--- config.mk ---
export PLATFORM = sky130hd
export DESIGN_NAME = char_lcd_write_sequencer
export DESIGN_NICKNAME = d
export VERILOG_FILES = /design/src/lcdws_pkg.sv /design/src/char_lcd_write_sequencer.sv
export SDC_FILE = /design/constraint.sdc
export NUM_CORES = 1
export LEC_CHECK = 0
export BUFFER_PORTS_ARGS = -buffer_cell sky130_fd_sc_hd__buf_4
export CAP_MARGIN = 20
export CORE_MARGIN = 5
export CORE_UTILIZATION = 55
export CTS_CLUSTER_SIZE = 8
export DETAILED_ROUTE_END_ITERATION = 12
export PLACE_DENSITY = 0.84
export SYNTH_ARGS = -nofsm -noshare
export SYNTH_HDL_FRONTEND = slang
export SYNTH_SLANG_ARGS = --single-unit
--- constraint.sdc ---
create_clock -name clk_i -period 4.4 [get_ports clk_i]
set_clock_uncertainty 0.2 [all_clocks]
set_input_delay 0.88 -clock clk_i [delete_from_list [all_inputs] [get_ports clk_i]]
set_output_delay 0.88 -clock clk_i [all_outputs]
set_load 0.02 [all_outputs]
--- src/lcdws_pkg.sv ---
// ----------------------------------------------------------------------------
// lcdws_pkg
// Types, constants and the control-store program shared by the character
// LCD write sequencer.
// ----------------------------------------------------------------------------
package lcdws_pkg;

  // Delays in 100 ns units
  localparam logic [19:0] PowerUpWait = 20'd1000000;
  localparam logic [15:0] WaitData    = 16'd500;
  localparam logic [15:0] WaitLong    = 16'd20000;
  localparam logic [15:0] WaitShort   = 16'd400;
  localparam logic [15:0] WaitWake1   = 16'd50000;
  localparam logic [15:0] WaitWake2   = 16'd1000;

  // Fixed instruction bytes
  localparam logic [7:0] CmdWake       = 8'h30;
  localparam logic [7:0] CmdDisplayOff = 8'h08;
  localparam logic [7:0] CmdClear      = 8'h01;
  localparam logic [7:0] CmdEntryMode  = 8'h06;

  // Configuration register indexes
  localparam int unsigned CfgIdxW = 2;
  localparam logic [CfgIdxW-1:0] CfgBus8bit     = 2'd0;
  localparam logic [CfgIdxW-1:0] CfgTwoLines    = 2'd1;
  localparam logic [CfgIdxW-1:0] CfgLargeFont   = 2'd2;
  localparam logic [CfgIdxW-1:0] CfgInitByInstr = 2'd3;

  // Program counter
  localparam int unsigned PcW = 3;
  localparam logic [PcW-1:0] PcWrite     = 3'd0;
  localparam logic [PcW-1:0] PcInitWake  = 3'd1;
  localparam logic [PcW-1:0] PcInitFset  = 3'd4;

  typedef struct packed {
    logic       mode;
    logic       is_data;
    logic [7:0] value;
  } in_t;

  typedef struct packed {
    logic        reg_select;
    logic [7:0]  bus_value;
    logic [19:0] delay_before;
    logic [15:0] delay_after;
    logic        last;
  } out_t;

  typedef enum logic [2:0] {
    ByteInput,
    ByteWake,
    ByteFset,
    ByteDispOff,
    ByteClear,
    ByteEntry
  } byte_sel_e;

  typedef enum logic [2:0] {
    AfterByType,
    AfterLong,
    AfterShort,
    AfterWake1,
    AfterWake2
  } after_sel_e;

  // One control word per step
  typedef struct packed {
    byte_sel_e  byte_sel;
    logic       rs_from_input;
    logic       power_up;   // power-up wait if first strobe of request
    after_sel_e after_sel;
    logic       split;      // two nibbles on a 4-bit bus
    logic       last;
  } uword_t;

  function automatic uword_t ucode(input logic [PcW-1:0] pc);
    uword_t w;
    case (pc)
      3'd0:    w = '{ByteInput,   1'b1, 1'b0, AfterByType, 1'b1, 1'b1};
      3'd1:    w = '{ByteWake,    1'b0, 1'b1, AfterWake1,  1'b0, 1'b0};
      3'd2:    w = '{ByteWake,    1'b0, 1'b0, AfterWake2,  1'b0, 1'b0};
      3'd3:    w = '{ByteWake,    1'b0, 1'b0, AfterShort,  1'b0, 1'b0};
      3'd4:    w = '{ByteFset,    1'b0, 1'b1, AfterShort,  1'b1, 1'b0};
      3'd5:    w = '{ByteDispOff, 1'b0, 1'b0, AfterShort,  1'b1, 1'b0};
      3'd6:    w = '{ByteClear,   1'b0, 1'b0, AfterLong,   1'b1, 1'b0};
      default: w = '{ByteEntry,   1'b0, 1'b0, AfterShort,  1'b1, 1'b1};
    endcase
    return w;
  endfunction

endpackage

--- src/char_lcd_write_sequencer.sv ---
// ----------------------------------------------------------------------------
// char_lcd_write_sequencer
// Turns write and init requests into LCD enable-strobe descriptors, stepping
// through a small control-store program, one strobe per unstalled cycle.
// ----------------------------------------------------------------------------
//  channel | signals                          | transfer when
//  --------+----------------------------------+---------------------------
//  in      | in_valid_i, in_stall_o, in_data_i   | valid & !stall
//  out     | out_valid_o, out_stall_i, out_data_o| valid & !stall
//  cfg     | cfg_valid_i, cfg_ready_o, cfg_index_i, cfg_data_i | valid & ready
//
// A request producing N strobes (1 to 11) occupies the sequencer: it is loaded,
// then stepped one program step or nibble per cycle unless the output stalls.
// The next request is taken as soon as the last strobe sits in the output
// register. A stalled output register holds the sequencer in place.
// Reset clears the control state and loads the register defaults.
module char_lcd_write_sequencer
  import lcdws_pkg::*;
(
  input  logic               clk_i,
  input  logic               rst_ni,
  input  logic               in_valid_i,
  output logic               in_stall_o,
  input  in_t                in_data_i,
  output logic               out_valid_o,
  input  logic               out_stall_i,
  output out_t               out_data_o,
  input  logic               cfg_valid_i,
  output logic               cfg_ready_o,
  input  logic [CfgIdxW-1:0] cfg_index_i,
  input  logic               cfg_data_i
);

  logic           bus_8bit_q, two_lines_q, large_font_q, init_instr_q;
  logic           busy_q, busy_d;
  logic [PcW-1:0] pc_q, pc_d;
  logic           nib_q, nib_d;
  logic           first_q, first_d;
  logic           out_valid_q, out_valid_d;
  logic           rs_q;
  logic [7:0]     val_q;
  out_t           out_q, strobe;

  logic           in_xfer, step;
  uword_t         uw;
  logic [7:0]     byte_v;
  logic [15:0]    after_v;
  logic           split_v;

  assign in_stall_o  = busy_q;
  assign in_xfer     = in_valid_i && !busy_q;
  assign step        = busy_q && (!out_valid_q || !out_stall_i);
  assign cfg_ready_o = 1'b1;
  assign out_valid_o = out_valid_q;
  assign out_data_o  = out_q;

  assign uw      = ucode(pc_q);
  assign split_v = uw.split && !bus_8bit_q;

  always_comb begin
    case (uw.byte_sel)
      ByteInput:   byte_v = val_q;
      ByteWake:    byte_v = CmdWake;
      ByteFset:    byte_v = {3'b001, bus_8bit_q, two_lines_q, large_font_q, 2'b00};
      ByteDispOff: byte_v = CmdDisplayOff;
      ByteClear:   byte_v = CmdClear;
      ByteEntry:   byte_v = CmdEntryMode;
      default:     byte_v = CmdEntryMode;
    endcase
  end

  always_comb begin
    case (uw.after_sel)
      AfterByType: begin
        if (rs_q) begin
          after_v = WaitData;
        end else if (val_q inside {[8'd1:8'd3]}) begin
          after_v = WaitLong;
        end else begin
          after_v = WaitShort;
        end
      end
      AfterLong:  after_v = WaitLong;
      AfterShort: after_v = WaitShort;
      AfterWake1: after_v = WaitWake1;
      AfterWake2: after_v = WaitWake2;
      default:    after_v = WaitShort;
    endcase
  end

  // Strobe descriptor and sequencing for the current step
  always_comb begin
    strobe.reg_select   = uw.rs_from_input && rs_q;
    strobe.delay_before = (uw.power_up && first_q) ? PowerUpWait : 20'd0;
    busy_d  = busy_q;
    pc_d    = pc_q;
    nib_d   = nib_q;
    first_d = first_q;
    if (split_v && !nib_q) begin
      strobe.bus_value   = {byte_v[7:4], 4'h0};
      strobe.delay_after = 16'd0;
      strobe.last        = 1'b0;
    end else begin
      strobe.bus_value   = split_v ? {byte_v[3:0], 4'h0} : byte_v;
      strobe.delay_after = after_v;
      strobe.last        = uw.last;
    end
    out_valid_d = out_valid_q && out_stall_i;
    if (step) begin
      out_valid_d = 1'b1;
      first_d     = 1'b0;
      if (split_v && !nib_q) begin
        nib_d = 1'b1;
      end else begin
        nib_d = 1'b0;
        pc_d  = pc_q + 1'b1;
        if (uw.last) begin
          busy_d = 1'b0;
        end
      end
    end
    if (in_xfer) begin
      busy_d  = 1'b1;
      nib_d   = 1'b0;
      first_d = 1'b1;
      if (!in_data_i.mode) begin
        pc_d = PcWrite;
      end else begin
        pc_d = init_instr_q ? PcInitWake : PcInitFset;
      end
    end
  end

  always_ff @(posedge clk_i or negedge rst_ni) begin
    if (!rst_ni) begin
      busy_q       <= 1'b0;
      pc_q         <= PcWrite;
      nib_q        <= 1'b0;
      first_q      <= 1'b0;
      out_valid_q  <= 1'b0;
      bus_8bit_q   <= 1'b1;
      two_lines_q  <= 1'b0;
      large_font_q <= 1'b0;
      init_instr_q <= 1'b0;
    end else begin
      busy_q      <= busy_d;
      pc_q        <= pc_d;
      nib_q       <= nib_d;
      first_q     <= first_d;
      out_valid_q <= out_valid_d;
      if (cfg_valid_i) begin
        case (cfg_index_i)
          CfgBus8bit:     bus_8bit_q   <= cfg_data_i;
          CfgTwoLines:    two_lines_q  <= cfg_data_i;
          CfgLargeFont:   large_font_q <= cfg_data_i;
          CfgInitByInstr: init_instr_q <= cfg_data_i;
          default:        ;
        endcase
      end
    end
  end

  // Payload registers
  always_ff @(posedge clk_i) begin
    if (in_xfer) begin
      rs_q  <= in_data_i.is_data;
      val_q <= in_data_i.value;
    end
    if (step) begin
      out_q <= strobe;
    end
  end

endmodule
==> reports/metrics.cfg <==
[clock_tree]
clk_latency_ps = 290
cts.clk_slew.worst_paths_ps = 70
cts_hold_buf = 0
cts_htree_levels = 2
cts_tree = done
post-cts-setup-buffers = 0
ctsRootBufferMaster = clkbuf_8
post_cts_resized = 0
cts_sinks = 42
ctsLongestPathBuffers = 2
cts_made_buffers = 5

[place]
routabilityCongestion = 0.861
port_buffers = 48
dp.final_hpwl_mm = 3.22
dp.cells = 286

[detailed_routing]
first_pass_iters = 4
drtIter0Drc = 170
wire_per_inst_um = 14.4
via_per_inst = 5.54
via_count = 1634
wirelength_mm = 4.24
drc = 0
ant_nets = 0

[synth]
synthAdderAreaFrac_pct = 2.77
async_flop_share_pct = 26.2
synth_xor_area_share_pct = 0
yosysMostFrequentCell = edfxtp_1
synthTopCellsByArea = edfxtp_1, dfrtp_1, buf_4
syn_area_um2 = 2260
synthSimpleGateAreaFrac_pct = 15.7
synth_compound_area_share_pct = 15.5
yosys.area.top_type = edfxtp_1
synth_edf_count = 31
yosys_warnings = 0
synthDominantCellAreaShare_pct = 41.2
synth_top_family_by_area = simple AND/OR/NAND/NOR gates
syn_inst = 205
postSynthAreaPerCell_um2 = 11.0
ys_ff_latch = 42
muxShareOfSynthArea_pct = 1.49
synth_top_flop_cell = edfxtp_1
synth_cell_types = 48
synth_common_cells = edfxtp_1, buf_4, nor2_1
seq_area_frac_synth_pct = 53.4

[worst_setup_path]
crit_slowest_cell = or4b_4
start_kind = register
max_stage_delay_ps = 620
arrival_ps = 2740
cp_top_family = simple AND/OR/NAND/NOR gates
setup.worst_path.class = register to register
crit_chain = inv_1, ha_1, or4b_4, o2111ai_1, nor2_1, o31a_1
cp_max_fo = 15
cp-end-kind = register
worstPathRequired_ps = 4250
crit_buf_inv = 1

[grt]
grt_overflow_total = 0
antenna_found_initial = 0
grt_max_degree = 27
first_global_vias = 1503
grt_pass1_wl_mm = 6.76
grt_usage_pct = 16.1

[floorplanning]
core_area_um2 = 4000
fp-row-count = 23
io_pins = 67
initial_core_util_pct = 56.5
die_x_um = 74.1
die-area_um2 = 5490
die_y_um = 74.1

[timing]
rsz0062_at_grt = false
hold_viol = 0
post-route-min-period_ps = 2890
hold_slack_ps = 212
finalSetupViolCount = 0
max_freq_mhz = 346
setup_tns_ps = 0
slew-limit-headroom_pct = 38.8
drv_slew = 0
fin_crit_sh_pct = 65.6
worst_pin_slew_ps = 917

[cells_and_area]
drive_gt1_share_pct = 26.1
nNetsFinal = 267
diodes = 0
syn2layout_area_growth_pct = 15.6
fin_util_pct = 65.3
final_cells = 295

[power_and_ir_drop]
p_sw_mw = 0.791
p_leak_nw = 1.07
p_int_mw = 1.11
seqPwrFrac_pct = 37.3
p_per_area_nw_per_um2 = 729
ir_worst_vdd_mv = 0.310
p_sw_share_pct = 41.6
p_comb_share_pct = 50.7
p_clk_share_pct = 12.0

[run]
drv_cap = 0

[worst_hold_path]
hold_class = input pin to async pin

[status]
status = finished, final reports clean

-- layer usage --
metal  track usage [%]  up-vias  routed length, µm
met3              5.41        8                498
met4              5.23        0                 70
met1              20.6      745               1670
met2              25.9       85               2000
li1                  -      796                  -
met5                 0        -                  0
-- worst reg2reg max path: stages, from the launching register on --
cell	delay, ps
dfrtp_1	570
inv_1	160
ha_1	380
or4b_4	620
o2111ai_1	290
nor2_1	110
o31a_1	300
-- registers in the layout (all words and copies together), names as in the netlist --
| register | count |
|---|---|
| bus_8bit_q | 1 |
| val_q | 8 |
| large_font_q | 1 |
| two_lines_q | 1 |
| in_stall_o | 1 |
| out_valid_o | 1 |
| init_instr_q | 1 |
| rs_q | 1 |
| first_q | 1 |
| out_data_o | 22 |
| nib_q | 1 |
| pc_q | 3 |
-- layout make-up --
class,count,area [µm²]
Clock buffer,8,80.1
Fill cell,341,1390
Tap cell,50,62.6
Timing Repair Buffer,49,368
Sequential cell,42,1210
Multi-Input combinational cell,139,868
Inverter,7,26.3
-- power by group through the flow --
stage          logic [mW]  clock network (mW)  registers, mW
2_1_floorplan       0.589                   0          0.816
3_5_place_dp        0.957                   0          0.719
5_1_grt              1.05               0.255          0.730
3_3_place_gp        0.941                   0          0.714
6_report            0.965               0.229          0.710
4_1_cts             0.962               0.235          0.711
-- layout by cell type, fill, tap and decap left out, types with 3 or more instances in the layout --
cell and instances:
nand3b_1 3, inv_1 7, clkbuf_1 3, o211ai_1 5, dfrtp_1 10, mux2_2 3
o2111ai_1 3, nand2b_1 4, a21oi_1 10, and3_1 3, a31oi_1 5, or3_1 3
nand3_1 5, buf_4 49, nand2_1 10, nor2_1 18, clkbuf_8 5, edfxtp_1 31
o21ai_0 6, conb_1 18, ha_1 5, nor3_1 4
-- path summary, 6_finish.rpt --
path / cells past startpoint / slack [ps] / startpoint / end
min in group clk_i: 2 / 310 / first_q / first_q
min reg2reg: 2 / 310 / first_q / first_q
min: 1 / 210 / rst_ni / out_valid_o
max in group asynchronous: 1 / 3560 / rst_ni / bus_8bit_q
max reg2reg: 6 / 1510 / pc_q[0] / out_data_o[44]
max: 6 / 1510 / pc_q[0] / out_data_o[44]
-- per-stage QoR --
step,power (mW),instance area [µm²],setup slack (ps)
floorplan,1.41,2320,1640
global placement,1.65,2520,1620
detailed placement,1.68,2520,1540
CTS,1.91,2610,1530
global route,2.03,2610,1380
finish,1.90,2610,1510
-- kinds of logic (layout without fill, tap and decap cells) --
| family | count (synthesis) | after routing |
|---|---|---|
| flip-flops | 42 | 42 |
| adder cells (fa/ha/maj) | 5 | 5 |
| AO/OA/AOI/OAI | 48 | 48 |
| other | 2 | 18 |
| multiplexers | 3 | 3 |
| AND/OR/NAND/NOR | 65 | 65 |
| buffers and inverters | 40 | 64 |
Note: power is estimated with default switching activity, not from simulation.
